[src/rtl/core/twba_pkg.sv]
// ----------------------------------------------------------------------------
// twba_pkg
// Shared types and constants for the trade window bar aggregator: payload
// structs of both channels, divider request/response structs, widths.
// ----------------------------------------------------------------------------
package twba_pkg;

  localparam int TIME_BITS          = 48;
  localparam int FIELD_PRICE_BITS   = 32;
  localparam int FIELD_QTY_BITS     = 32;
  localparam int QSUM_BITS          = 48;
  localparam int NOTIONAL_BITS      = 64;
  localparam int TALLY_BITS         = 32;
  localparam int CFG_BITS           = 17;
  localparam int WIN_MS_BITS        = 27;
  localparam int MS_PER_SECOND      = 1000;

  localparam int DEF_PRICE_BITS     = 32;
  localparam int DEF_QUANTITY_BITS  = 32;

  localparam logic [CFG_BITS-1:0] WINDOW_SECONDS_RESET = CFG_BITS'(60);

  // Shared divider: 64-bit dividend shifted through, 48-bit divisor
  localparam int DIV_BITS     = 64;
  localparam int DIVISOR_BITS = 48;
  localparam int CNT_BITS     = 7;
  localparam logic [CNT_BITS-1:0] IDX_STEPS = CNT_BITS'(TIME_BITS);
  localparam logic [CNT_BITS-1:0] AVG_STEPS = CNT_BITS'(DIV_BITS);

  typedef struct packed {
    logic [TIME_BITS-1:0]        trade_time_ms;
    logic [FIELD_PRICE_BITS-1:0] trade_price;
    logic [FIELD_QTY_BITS-1:0]   trade_quantity;
  } trade_t;

  typedef struct packed {
    logic [TIME_BITS-1:0]        window_start_ms;
    logic                        opens_window;
    logic [FIELD_PRICE_BITS-1:0] open_price;
    logic [FIELD_PRICE_BITS-1:0] high_price;
    logic [FIELD_PRICE_BITS-1:0] low_price;
    logic [FIELD_PRICE_BITS-1:0] close_price;
    logic [QSUM_BITS-1:0]        total_quantity;
    logic [TALLY_BITS-1:0]       trades_in_window;
    logic [FIELD_PRICE_BITS-1:0] average_price;
  } bar_t;

  typedef struct packed {
    logic                    start;
    logic [CNT_BITS-1:0]     steps;
    logic [DIV_BITS-1:0]     dividend;
    logic [DIVISOR_BITS-1:0] divisor;
  } div_req_t;

  typedef struct packed {
    logic                    done;
    logic [DIV_BITS-1:0]     quotient;
    logic [DIVISOR_BITS-1:0] remainder;
  } div_rsp_t;

endpackage

[src/rtl/core/twba_divider.sv]
// ----------------------------------------------------------------------------
// twba_divider
// Restoring divider, one quotient bit per cycle. The dividend is taken from
// the top of a 64-bit shift register for the requested number of steps;
// done pulses for one cycle with quotient and remainder stable after it.
// ----------------------------------------------------------------------------
module twba_divider (
  input  logic               clk,
  input  logic               rst_n,
  input  twba_pkg::div_req_t div_req,
  output twba_pkg::div_rsp_t div_rsp
);
  import twba_pkg::*;

  logic [DIV_BITS-1:0]     q_r;
  logic [DIVISOR_BITS-1:0] rem_r;
  logic [DIVISOR_BITS-1:0] dsr_r;
  logic [CNT_BITS-1:0]     cnt_r;
  logic                    busy_r;
  logic                    done_r;

  logic [DIVISOR_BITS+1:0] trial;
  logic                    fits;

  assign trial = {1'b0, rem_r, q_r[DIV_BITS-1]} - {2'b00, dsr_r};
  assign fits  = ~trial[DIVISOR_BITS+1];

  always_ff @(posedge clk) begin
    if (!rst_n) begin
      busy_r <= 1'b0;
      done_r <= 1'b0;
      cnt_r  <= '0;
    end else begin
      done_r <= 1'b0;
      if (div_req.start) begin
        q_r    <= div_req.dividend;
        rem_r  <= '0;
        dsr_r  <= div_req.divisor;
        cnt_r  <= div_req.steps;
        busy_r <= 1'b1;
      end else if (busy_r) begin
        // keep the difference when the divisor fits, else shift the bit in
        rem_r <= fits ? trial[DIVISOR_BITS-1:0] : {rem_r[DIVISOR_BITS-2:0], q_r[DIV_BITS-1]};
        q_r   <= {q_r[DIV_BITS-2:0], fits};
        cnt_r <= cnt_r - CNT_BITS'(1);
        if (cnt_r == CNT_BITS'(1)) begin
          busy_r <= 1'b0;
          done_r <= 1'b1;
        end
      end
    end
  end

  assign div_rsp.done      = done_r;
  assign div_rsp.quotient  = q_r;
  assign div_rsp.remainder = rem_r;

endmodule

[src/rtl/core/trade_window_bar_aggregator.sv]
// ----------------------------------------------------------------------------
// trade_window_bar_aggregator
// Running OHLCV bar per time window with volume-weighted average price.
//
//   channel  ports                          direction
//   in       in_valid / in_stall / in_data  trade into block
//   out      out_valid / out_stall / out_data  bar out of block
//   cfg      cfg_wr_en / cfg_wr_data        window length in seconds
//
// One trade occupies the block from its transfer until its bar is loaded
// into the output register: a 48-step divide for the window index, a 64-step
// divide for the average price and the sequencer states in between.
// With a zero quantity sum the average divide is skipped.
// The single shared restoring divider performs both divides.
// Reset (rst_n low, synchronous) clears the bar and sets the window to 60 s.
// A new trade is taken while the previous bar waits in the output register;
// the sequencer holds in its last state until that bar is transferred.
// ----------------------------------------------------------------------------
module trade_window_bar_aggregator #(
  parameter int PRICE_BITS    = twba_pkg::DEF_PRICE_BITS,
  parameter int QUANTITY_BITS = twba_pkg::DEF_QUANTITY_BITS
) (
  input  logic                          clk,
  input  logic                          rst_n,
  input  logic                          in_valid,
  output logic                          in_stall,
  input  twba_pkg::trade_t              in_data,
  output logic                          out_valid,
  input  logic                          out_stall,
  output twba_pkg::bar_t                out_data,
  input  logic                          cfg_wr_en,
  input  logic [twba_pkg::CFG_BITS-1:0] cfg_wr_data
);
  import twba_pkg::*;

  localparam int PROD_BITS = PRICE_BITS + QUANTITY_BITS;
  localparam logic [PRICE_BITS-1:0] PRICE_MAX = '1;

  typedef enum logic [2:0] {
    S_IDLE,
    S_IDX,
    S_ACC,
    S_AVG_GO,
    S_AVG,
    S_OUT
  } state_t;

  state_t state_r;

  logic [CFG_BITS-1:0]      win_sec_r;
  logic [TIME_BITS-1:0]     t_r;
  logic [PRICE_BITS-1:0]    price_r;
  logic [QUANTITY_BITS-1:0] qty_r;
  logic [NOTIONAL_BITS-1:0] prod_r;
  logic                     have_r;
  logic [TIME_BITS-1:0]     win_idx_r;
  logic [PRICE_BITS-1:0]    first_r;
  logic [PRICE_BITS-1:0]    max_r;
  logic [PRICE_BITS-1:0]    min_r;
  logic [QSUM_BITS-1:0]     qsum_r;
  logic [NOTIONAL_BITS-1:0] notional_r;
  logic [TALLY_BITS-1:0]    tally_r;
  logic                     opens_r;
  logic [TIME_BITS-1:0]     wstart_r;
  logic [PRICE_BITS-1:0]    avg_r;
  logic                     out_valid_r;
  bar_t                     out_data_r;

  logic                     in_xfer;
  logic                     out_load;
  logic [CFG_BITS-1:0]      win_sec;
  logic [WIN_MS_BITS-1:0]   win_ms;
  logic [PROD_BITS-1:0]     prod_w;
  logic [QSUM_BITS:0]       qsum_add;
  logic [NOTIONAL_BITS:0]   notional_add;
  logic                     opens;
  div_req_t                 div_req;
  div_rsp_t                 div_rsp;

  assign in_stall = (state_r != S_IDLE);
  assign in_xfer  = in_valid && !in_stall;
  assign out_load = (state_r == S_OUT) && (!out_valid_r || !out_stall);

  // zero length counts as one second
  assign win_sec = (win_sec_r == '0) ? CFG_BITS'(1) : win_sec_r;
  assign win_ms  = WIN_MS_BITS'(win_sec * WIN_MS_BITS'(MS_PER_SECOND));

  assign prod_w       = price_r * qty_r;
  assign qsum_add     = {1'b0, qsum_r} + (QSUM_BITS + 1)'(qty_r);
  assign notional_add = {1'b0, notional_r} + {1'b0, prod_r};
  assign opens        = !have_r || (div_rsp.quotient[TIME_BITS-1:0] != win_idx_r);

  always_comb begin
    div_req.start    = 1'b0;
    div_req.steps    = IDX_STEPS;
    div_req.dividend = {in_data.trade_time_ms, (DIV_BITS - TIME_BITS)'(0)};
    div_req.divisor  = DIVISOR_BITS'(win_ms);
    if (state_r == S_IDLE) begin
      div_req.start = in_xfer;
    end else begin
      div_req.start    = (state_r == S_AVG_GO) && (qsum_r != '0);
      div_req.steps    = AVG_STEPS;
      div_req.dividend = notional_r;
      div_req.divisor  = qsum_r;
    end
  end

  twba_divider u_divider (
    .clk     (clk),
    .rst_n   (rst_n),
    .div_req (div_req),
    .div_rsp (div_rsp)
  );

  always_ff @(posedge clk) begin
    if (!rst_n) begin
      state_r     <= S_IDLE;
      win_sec_r   <= WINDOW_SECONDS_RESET;
      have_r      <= 1'b0;
      win_idx_r   <= '0;
      first_r     <= '0;
      max_r       <= '0;
      min_r       <= '0;
      qsum_r      <= '0;
      notional_r  <= '0;
      tally_r     <= '0;
      out_valid_r <= 1'b0;
    end else begin
      if (cfg_wr_en) begin
        win_sec_r <= cfg_wr_data;
      end
      if (out_load) begin
        out_valid_r <= 1'b1;
      end else if (out_valid_r && !out_stall) begin
        out_valid_r <= 1'b0;
      end
      case (state_r)
        S_IDLE: begin
          if (in_xfer) begin
            t_r     <= in_data.trade_time_ms;
            price_r <= in_data.trade_price[PRICE_BITS-1:0];
            qty_r   <= in_data.trade_quantity[QUANTITY_BITS-1:0];
            state_r <= S_IDX;
          end
        end
        S_IDX: begin
          prod_r <= NOTIONAL_BITS'(prod_w);
          if (div_rsp.done) begin
            opens_r  <= opens;
            wstart_r <= t_r - div_rsp.remainder[TIME_BITS-1:0];
            if (opens) begin
              have_r     <= 1'b1;
              win_idx_r  <= div_rsp.quotient[TIME_BITS-1:0];
              first_r    <= price_r;
              max_r      <= price_r;
              min_r      <= price_r;
              qsum_r     <= '0;
              notional_r <= '0;
              tally_r    <= '0;
            end
            state_r <= S_ACC;
          end
        end
        S_ACC: begin
          if (price_r > max_r) begin
            max_r <= price_r;
          end
          if (price_r < min_r) begin
            min_r <= price_r;
          end
          // saturate both sums and the count
          qsum_r     <= qsum_add[QSUM_BITS] ? '1 : qsum_add[QSUM_BITS-1:0];
          notional_r <= notional_add[NOTIONAL_BITS] ? '1 : notional_add[NOTIONAL_BITS-1:0];
          if (tally_r != '1) begin
            tally_r <= tally_r + TALLY_BITS'(1);
          end
          state_r <= S_AVG_GO;
        end
        S_AVG_GO: begin
          if (qsum_r == '0) begin
            avg_r   <= '0;
            state_r <= S_OUT;
          end else begin
            state_r <= S_AVG;
          end
        end
        S_AVG: begin
          if (div_rsp.done) begin
            avg_r   <= (|div_rsp.quotient[DIV_BITS-1:PRICE_BITS]) ? PRICE_MAX
                       : div_rsp.quotient[PRICE_BITS-1:0];
            state_r <= S_OUT;
          end
        end
        S_OUT: begin
          // hold until the previous bar has been transferred
          if (out_load) begin
            out_data_r.window_start_ms  <= wstart_r;
            out_data_r.opens_window     <= opens_r;
            out_data_r.open_price       <= FIELD_PRICE_BITS'(first_r);
            out_data_r.high_price       <= FIELD_PRICE_BITS'(max_r);
            out_data_r.low_price        <= FIELD_PRICE_BITS'(min_r);
            out_data_r.close_price      <= FIELD_PRICE_BITS'(price_r);
            out_data_r.total_quantity   <= qsum_r;
            out_data_r.trades_in_window <= tally_r;
            out_data_r.average_price    <= FIELD_PRICE_BITS'(avg_r);
            state_r                     <= S_IDLE;
          end
        end
        default: begin
          state_r <= S_IDLE;
        end
      endcase
    end
  end

  assign out_valid = out_valid_r;
  assign out_data  = out_data_r;

`ifndef SYNTH
  a_div_done_when_waiting: assert property (@(posedge clk) disable iff (!rst_n)
    div_rsp.done |-> (state_r == S_IDX || state_r == S_AVG))
    else $error("divider finished outside a wait state");

  a_price_order: assert property (@(posedge clk) disable iff (!rst_n)
    out_valid |-> (out_data.low_price <= out_data.close_price &&
                   out_data.close_price <= out_data.high_price))
    else $error("bar close outside low/high range");

  a_new_bar_count: assert property (@(posedge clk) disable iff (!rst_n)
    (out_valid && out_data.opens_window) |-> (out_data.trades_in_window == TALLY_BITS'(1)))
    else $error("new bar does not start with one trade");

  a_busy_after_take: assert property (@(posedge clk) disable iff (!rst_n)
    in_xfer |=> in_stall)
    else $error("second trade taken while one is in progress");
`endif

endmodule
[config.mk]
export PLATFORM = sky130hd
export DESIGN_NAME = trade_window_bar_aggregator
export DESIGN_NICKNAME = d
export VERILOG_FILES = /design/src/rtl/core/twba_pkg.sv /design/src/rtl/core/twba_divider.sv /design/src/rtl/core/trade_window_bar_aggregator.sv
export SDC_FILE = /design/constraint.sdc
export NUM_CORES = 2
export LEC_CHECK = 0
export BUFFER_PORTS_ARGS = -buffer_cell sky130_fd_sc_hd__buf_4
export CORE_ASPECT_RATIO = 0.8
export CORE_UTILIZATION = 55
export CTS_CLUSTER_DIAMETER = 40
export DETAILED_ROUTE_END_ITERATION = 16
export PLACE_DENSITY = 0.73
export RECOVER_POWER = 25
export SLEW_MARGIN = 20
export SYNTH_ARGS = -nofsm -noshare
export SYNTH_HDL_FRONTEND = slang
export SYNTH_SLANG_ARGS = --single-unit
[constraint.sdc]
create_clock -name clk -period 21.7 [get_ports clk]
set_input_delay 4.34 -clock clk [delete_from_list [all_inputs] [get_ports clk]]
set_output_delay 4.34 -clock clk [all_outputs]
set_load 0.005 [all_outputs]
## After elaboration in Yosys (flattened, before gate mapping)

Index checks and enable logic that the tools add are counted.
Widths: inputs -> output; s select.

| storage, ports and cells | value |
|---|---|
| bits of input ports | 134 |
| register bits after elaboration | 1025 |
| output and inout bits | 291 |
| ROM bits | 0 |
| memory bits (writable) | 0 |
| memories kept | 0 |
| bits in latches | 0 |

| cells by class | value |
|---|---|
| add/sub/neg operators | 6 |
| order comparisons | 2 |
| equal/unequal tests | 17 |
| reductions and logical operators | 34 |
| multiplexer cells | 43 |
| div/mod/pow operators | 0 |
| shift-type cells | 0 |
| $mul | 2 |
| bitwise logic cells | 3 |

Operator list:

| kind | number |
|---|---|
| $mux 32 | 10 |
| $mux 64 | 5 |
| $pmux 32 s2 | 4 |
| $mux 48 | 5 |
| $pmux 64 s2 | 1 |
| $mux 119 | 1 |
| $pmux 48 s2 | 1 |
| $add 64x64->65 | 1 |
| $mul 32x32->64 | 1 |
| $sub 49x48->50 | 1 |
| $add 48x32->49 | 1 |
| $logic_not 48->1 | 1 |
| $ne 48x48->1 | 1 |
| $reduce_bool 48->1 | 1 |
| $sub 48x48->48 | 1 |
| $add 32x1->32 const B | 1 |
| $gt 32x32->1 | 1 |
| $lt 32x32->1 | 1 |
| $ne 32x32->1 const B | 1 |
| $reduce_or 32->1 | 1 |
| $mul 17x7->24 const B | 1 |
| $reduce_and 4->1 | 5 |
| $pmux 3 s6 | 1 |
| $logic_not 17->1 | 1 |
| other kinds (21) | 59 |

## Longest topological paths before layout

| logic depth | value |
|---|---|
| depth after elaboration | 6 |
| mapped depth | 29 |
| gate-level depth less buffers | 27 |

## Cells and area by module

Synthesis repeated with hierarchy kept, for this count alone.

| second synthesis, totals | value |
|---|---|
| cells, all modules | 8521 |
| area total of the unflattened synthesis | 85145.4 um^2 |

Modules (own cells, without submodules):

| module | cells each | sequential area each (um^2) | area an instance (um^2) | times used |
|---|---|---|---|---|
| trade_window_bar_aggregator | 7622 | 22601.7 | 75317.2 | 1 |
| twba_divider | 899 | 4984.8 | 9828.2 | 1 |

## Worst setup path after synthesis

OpenSTA, ideal clock, no wires.

| timing path | value |
|---|---|
| kind | in2reg |
| start | input rst_n |
| end | register out_data_r, in the netlist out_data[0] (enable) |
| stages on the path | 4 |
| buffers on the path | 2 |
| arrival | 16971 ps |
| required time | 20756 ps |
| path slack | 3785 ps |
| setup time | 944 ps |
| path through | clkbuf_1 clkbuf_1 nand2_1 nor2_1 |

| between the ends | value |
|---|---|
| word-level cells in the longest chain between the ends | 1 |

Ends and longest elaborated chain:

| element | RTL line | RTL |
|---|---|---|
| start, declared | trade_window_bar_aggregator.sv:24 | `input logic rst_n,` |
| $reduce_and 3->1 (no line) | -- |  |
| end, declared | trade_window_bar_aggregator.sv:67 | `bar_t out_data_r;` |

Every way passes these cells.
A chain may end at the register's enable or synchronous reset.

## Final worst setup path

| timing path | value |
|---|---|
| start | register price_r[15] |
| end | register prod_r[57], data pin |

| between the ends | value |
|---|---|
| word-level cells in the longest chain between the ends | 1 |

Ends and longest elaborated chain:

| element | RTL line | RTL |
|---|---|---|
| start, declared | trade_window_bar_aggregator.sv:52 | `logic [PRICE_BITS-1:0] price_r;` |
| start signal, assigned | trade_window_bar_aggregator.sv:141 | `price_r <= in_data.trade_price[PRICE_BITS-1:0];` |
| $mul 32x32->64 | trade_window_bar_aggregator.sv:88 | `assign prod_w = price_r * qty_r;` |
| via prod_w[57] | trade_window_bar_aggregator.sv:73 | `logic [PROD_BITS-1:0] prod_w;` |
| end signal, assigned | trade_window_bar_aggregator.sv:147 | `prod_r <= NOTIONAL_BITS'(prod_w);` |
| end, declared | trade_window_bar_aggregator.sv:54 | `logic [NOTIONAL_BITS-1:0] prod_r;` |

The timed path passes the listed nets, and every way through them passes these cells.

==> run summary <==
The synthesis-to-finish area growth was 11.1%; the overall track demand over capacity in global routing was 32.7%. Synthesis produced a netlist whose cell count is 8323. The tools report the clock latency on the worst-skew pair as 0.82 ns. The fraction of final layout cells sized beyond drive strength 1 was 8.73%. The first global-routing pass estimated 385 mm of wire. The worst hold path was traced through 0 stages. The number of flip-flops and latches in the synthesized netlist came out at 1025.

Synthesized netlist net count: 9987. The worst hold path begins at min_r[2]$_SDFFE_PN0P_. The run gives 152000 sq um as the area inside the core boundary.

The post-synthesis area per instance is 10.2 sq um, and the depth of the worst register-to-register path is 24. In the final routed layout, each cell accounts on average for 23.6 microns. After detailed routing, the total wire length is 252 mm. Counting flops with an async set or reset pin after synthesis yields a share of 0%. For this run, design rule violations remaining after detail routing come to 0.

STA classifies the critical path startpoint as a register. After clock tree synthesis, the setup repair step added 0 buffers. The minimum clock period is 10.21 ns. Across all hold checks on the routed design, the worst slack comes to 0.412 ns.

Among all flip-flop cells after synthesis, the most frequent one is edfxtp_1. Yosys mapped the design onto 98 distinct sky130hd cell types. The synthesized design devotes to its leading area cell type 25.1% of total area.

The logs give 0 for the post-detailed-route count of antenna-violating nets and 27 for the number of maximum-capacitance constraint violations. In the layout the commonest cells are 1094 x inv_1, 958 x fa_1, 908 x nand2_1. After detailed routing, the number of vias per cell comes to 5.89. The signal on the critical path passes through clkbuf_1 > and2_1 > fa_1 > fa_1 > fa_1 > inv_1 > fa_1 > inv_1 > fa_1 > fa_1 > fa_1 > fa_1 > ha_1 > a211oi_1 > o21ai_0 > a41o_1 > a221o_1 > a31oi_2 > o21ai_0 > nand2_1 > o21ai_1 > a21boi_0 > o21bai_1 > xor2_1. Setup total negative slack on the finished layout was measured at 0 ns. The delay of the slowest critical-path stage works out to 1.99 ns. The logs give 0 for the number of buffers inserted for hold repair after clock tree synthesis and 63000 for the total via count in the routed design. The number of placement rows was 128; the total CTS buffers was 137.

The tools report the required time of the worst setup path as 22.21 ns. The share of the cycle needed by the critical path after routing was 47.1%. The share of the Yosys chip area taken by registers is 32.6%.

The setup clock skew after layout is 0.0519 ns, and the cell area after synthesis is 84600 sq um. Entering global routing, the biggest net connects 153 pins. The startpoint identified for the worst register-to-register timing path is price_r[15]$_DFFE_PP_. For the final-report max-slew violation count, the log shows 1034.

The logs give 1025 for the CTS sink count and 0 for the final hold violation count. The headroom to the max-slew limit is -125%, and the largest driver fanout on the critical path is 38. At the worst endpoint, the arrival time is 10.73 ns. Before antenna repair, the detailed router went through 5 iterations. CTS built an H-tree with a depth of 4. The run finished, with violations left. In this run, the number of DRC markers left after iteration 0 of detailed routing was 6363.

The register clock-pin slew on the reported worst setup and hold paths came out at 0.06 ns. The capture point of the worst reg-to-reg path is prod_r[57]$_DFFE_PP_. The filler cells instantiated in the layout total 12400. The tools report the estimated wirelength of the detail-placed design as 188 mm.

The worst hold path terminates at out_data[146]$_DFFE_PP_. The tools report the cell chosen for the clock root as clkbuf_16. The sort of element at the end of the critical path is a register. In this run the tool buffered the top-level ports with 424 buffer cells. The horizontal extent of the die is 441 microns, and the starting density of the core is 55.5%. The final reports fail on capacitance limit, slew limit. The classification of the worst-slack hold path was register to register.

The library cell used most frequently in the layout, excluding fill and tap cells, is inv_1. After the last flow step, the layout net total stands at 10200. The initial antenna violation count came out at 18. Cell type contributing the most total cell area after synthesis: edfxtp_1. The slowest cell on the critical path was clkbuf_1. The die covers 155000 sq um. The run gives 63400 as the number of global-route vias before repair. The finished layout holds 10700 standard cells, fillers aside. The logs give 97.9 MHz for the achievable clock frequency and 10400 for the placed instance count. For the pin with the worst max-slew slack, the measured transition is 3.37 ns. The startpoint of the worst setup timing path is price_r[15]$_DFFE_PP_. Ranked by total cell area, the synthesized netlist is headed by edfxtp_1 25%, fa_1 23%, ha_1 8.5%. The number of primary I/O pins was 425. The yosys synthesis warning count came out at 0. Type of the worst setup path: register to register. Setup violations remaining at the end of the flow were counted as 0. TritonCTS built the clock tree. Counting flops with a built-in enable in the synthesized netlist gives 706. The cell that appears most often on the critical path is fa_1. Global routing finished with a remaining overflow of 0.

Post-CTS repair changed the size of 0 cells. The setup slack of the most critical reg-to-reg path is 11.49 ns. At the end of routability-driven placement, the weighted congestion stood at 0.944.

Setup repair after global routing left no endpoint under its margin. No sink is reached through more buffers than the 3 on the longest clock path. The buffers plus inverters on the worst setup path works out to 3. Broken down by cell family, the worst path's largest delay share belongs to adder cells.

The die is 353 microns tall.
## synthesized netlist by cell type (124+ instances only)
library cell	n
inv_1	1094
fa_1	958
nand2_1	909
edfxtp_1	706
and2_1	650
ha_1	572
a21oi_1	447
clkbuf_1	388
nor2_1	359
dfxtp_1	319
o21ai_0	234
xnor2_1	186
a21o_1	169
xor2_1	135
nand3_1	124
## worst reg2reg max path, stage by stage (launching register included)
cell and delay (ns):
edfxtp_1 0.32, clkbuf_1 1.99, and2_1 0.41, fa_1 0.46, fa_1 0.54, fa_1 0.53, inv_1 0.05, fa_1 0.48
inv_1 0.06, fa_1 0.48, fa_1 0.61, fa_1 0.47, fa_1 0.45, ha_1 0.38, a211oi_1 0.44, o21ai_0 0.21
a41o_1 0.30, a221o_1 0.36, a31oi_2 0.35, o21ai_0 0.19, nand2_1 0.16, o21ai_1 0.12, a21boi_0 0.32, o21bai_1 0.12
xor2_1 0.16
## metrics by stage
stage                     util [%]  setup slack (ns)  area (sq um)
after CTS                     61.8             12.98         94300
after detailed placement      58.7             12.98         89500
final                         61.7             11.49         94000
after global placement        58.7             13.06         89500
after floorplan                  -              3.79         84600
after global routing          61.7             11.11         94000
## cells by family (layout without fill, tap and decap cells)
logic type / count (synthesis) / after routing / synth area share, %
AO/OA/AOI/OAI: 1390 / 1390 / 10.8
other: 0 / 11 / 0
XOR/XNOR: 321 / 321 / 3.32
adder cells (fa/ha/maj): 1530 / 1530 / 31.1
AND/OR/NAND/NOR: 2399 / 2399 / 13.8
multiplexers: 123 / 123 / 1.46
buffers and inverters: 1535 / 1881 / 6.90
flip-flops: 1025 / 1025 / 32.6
## worst max-delay path by stage
stage	to	slack (ns)	cells after the start
2_1_floorplan	out_data[0]$_DFFE_PP_	3.79	4
3_3_place_gp	prod_r[60]$_DFFE_PP_	13.06	25
3_5_place_dp	prod_r[58]$_DFFE_PP_	12.98	26
4_1_cts	prod_r[58]$_DFFE_PP_	12.98	26
5_1_grt	prod_r[57]$_DFFE_PP_	11.11	25
6_report	prod_r[57]$_DFFE_PP_	11.49	24
## metal layers
metal  share of wire, %  GRT usage (%)
met2                 45           49.9
met5              0.016              0
met4                4.2           13.3
met1                 42           46.2
met3                8.7           5.76
## area by class of cell
cell class	count	area (sq um)	share of cell area, %
Timing Repair Buffer	529	3730	3.97
Multi-Input combinational cell	5763	51300	54.6
Clock buffer	169	3620	3.85
Clock inverter	87	1120	1.19
Inverter	1096	4120	4.38
Tap cell	2015	2520	2.68
Sequential cell	1025	27600	29.3
Antenna cell	11	27.5	0.0293
## sequential cells by signal (all words and copies together) (netlist names), 3 cells and up
name	cells
out_data	289
u_divider.cnt_r	7
tally_r	32
max_r	32
avg_r	32
u_divider.dsr_r	48
qsum_r	48
qty_r	32
price_r	32
prod_r	64
notional_r	64
state_r	3
win_idx_r	48
win_sec_r	17
u_divider.q_r	64
u_divider.rem_r	48
t_r	48
wstart_r	48
min_r	32
first_r	32
Power is not shown: default switching activity piles up to over one toggle a cycle in this logic, so the estimate is an artifact.
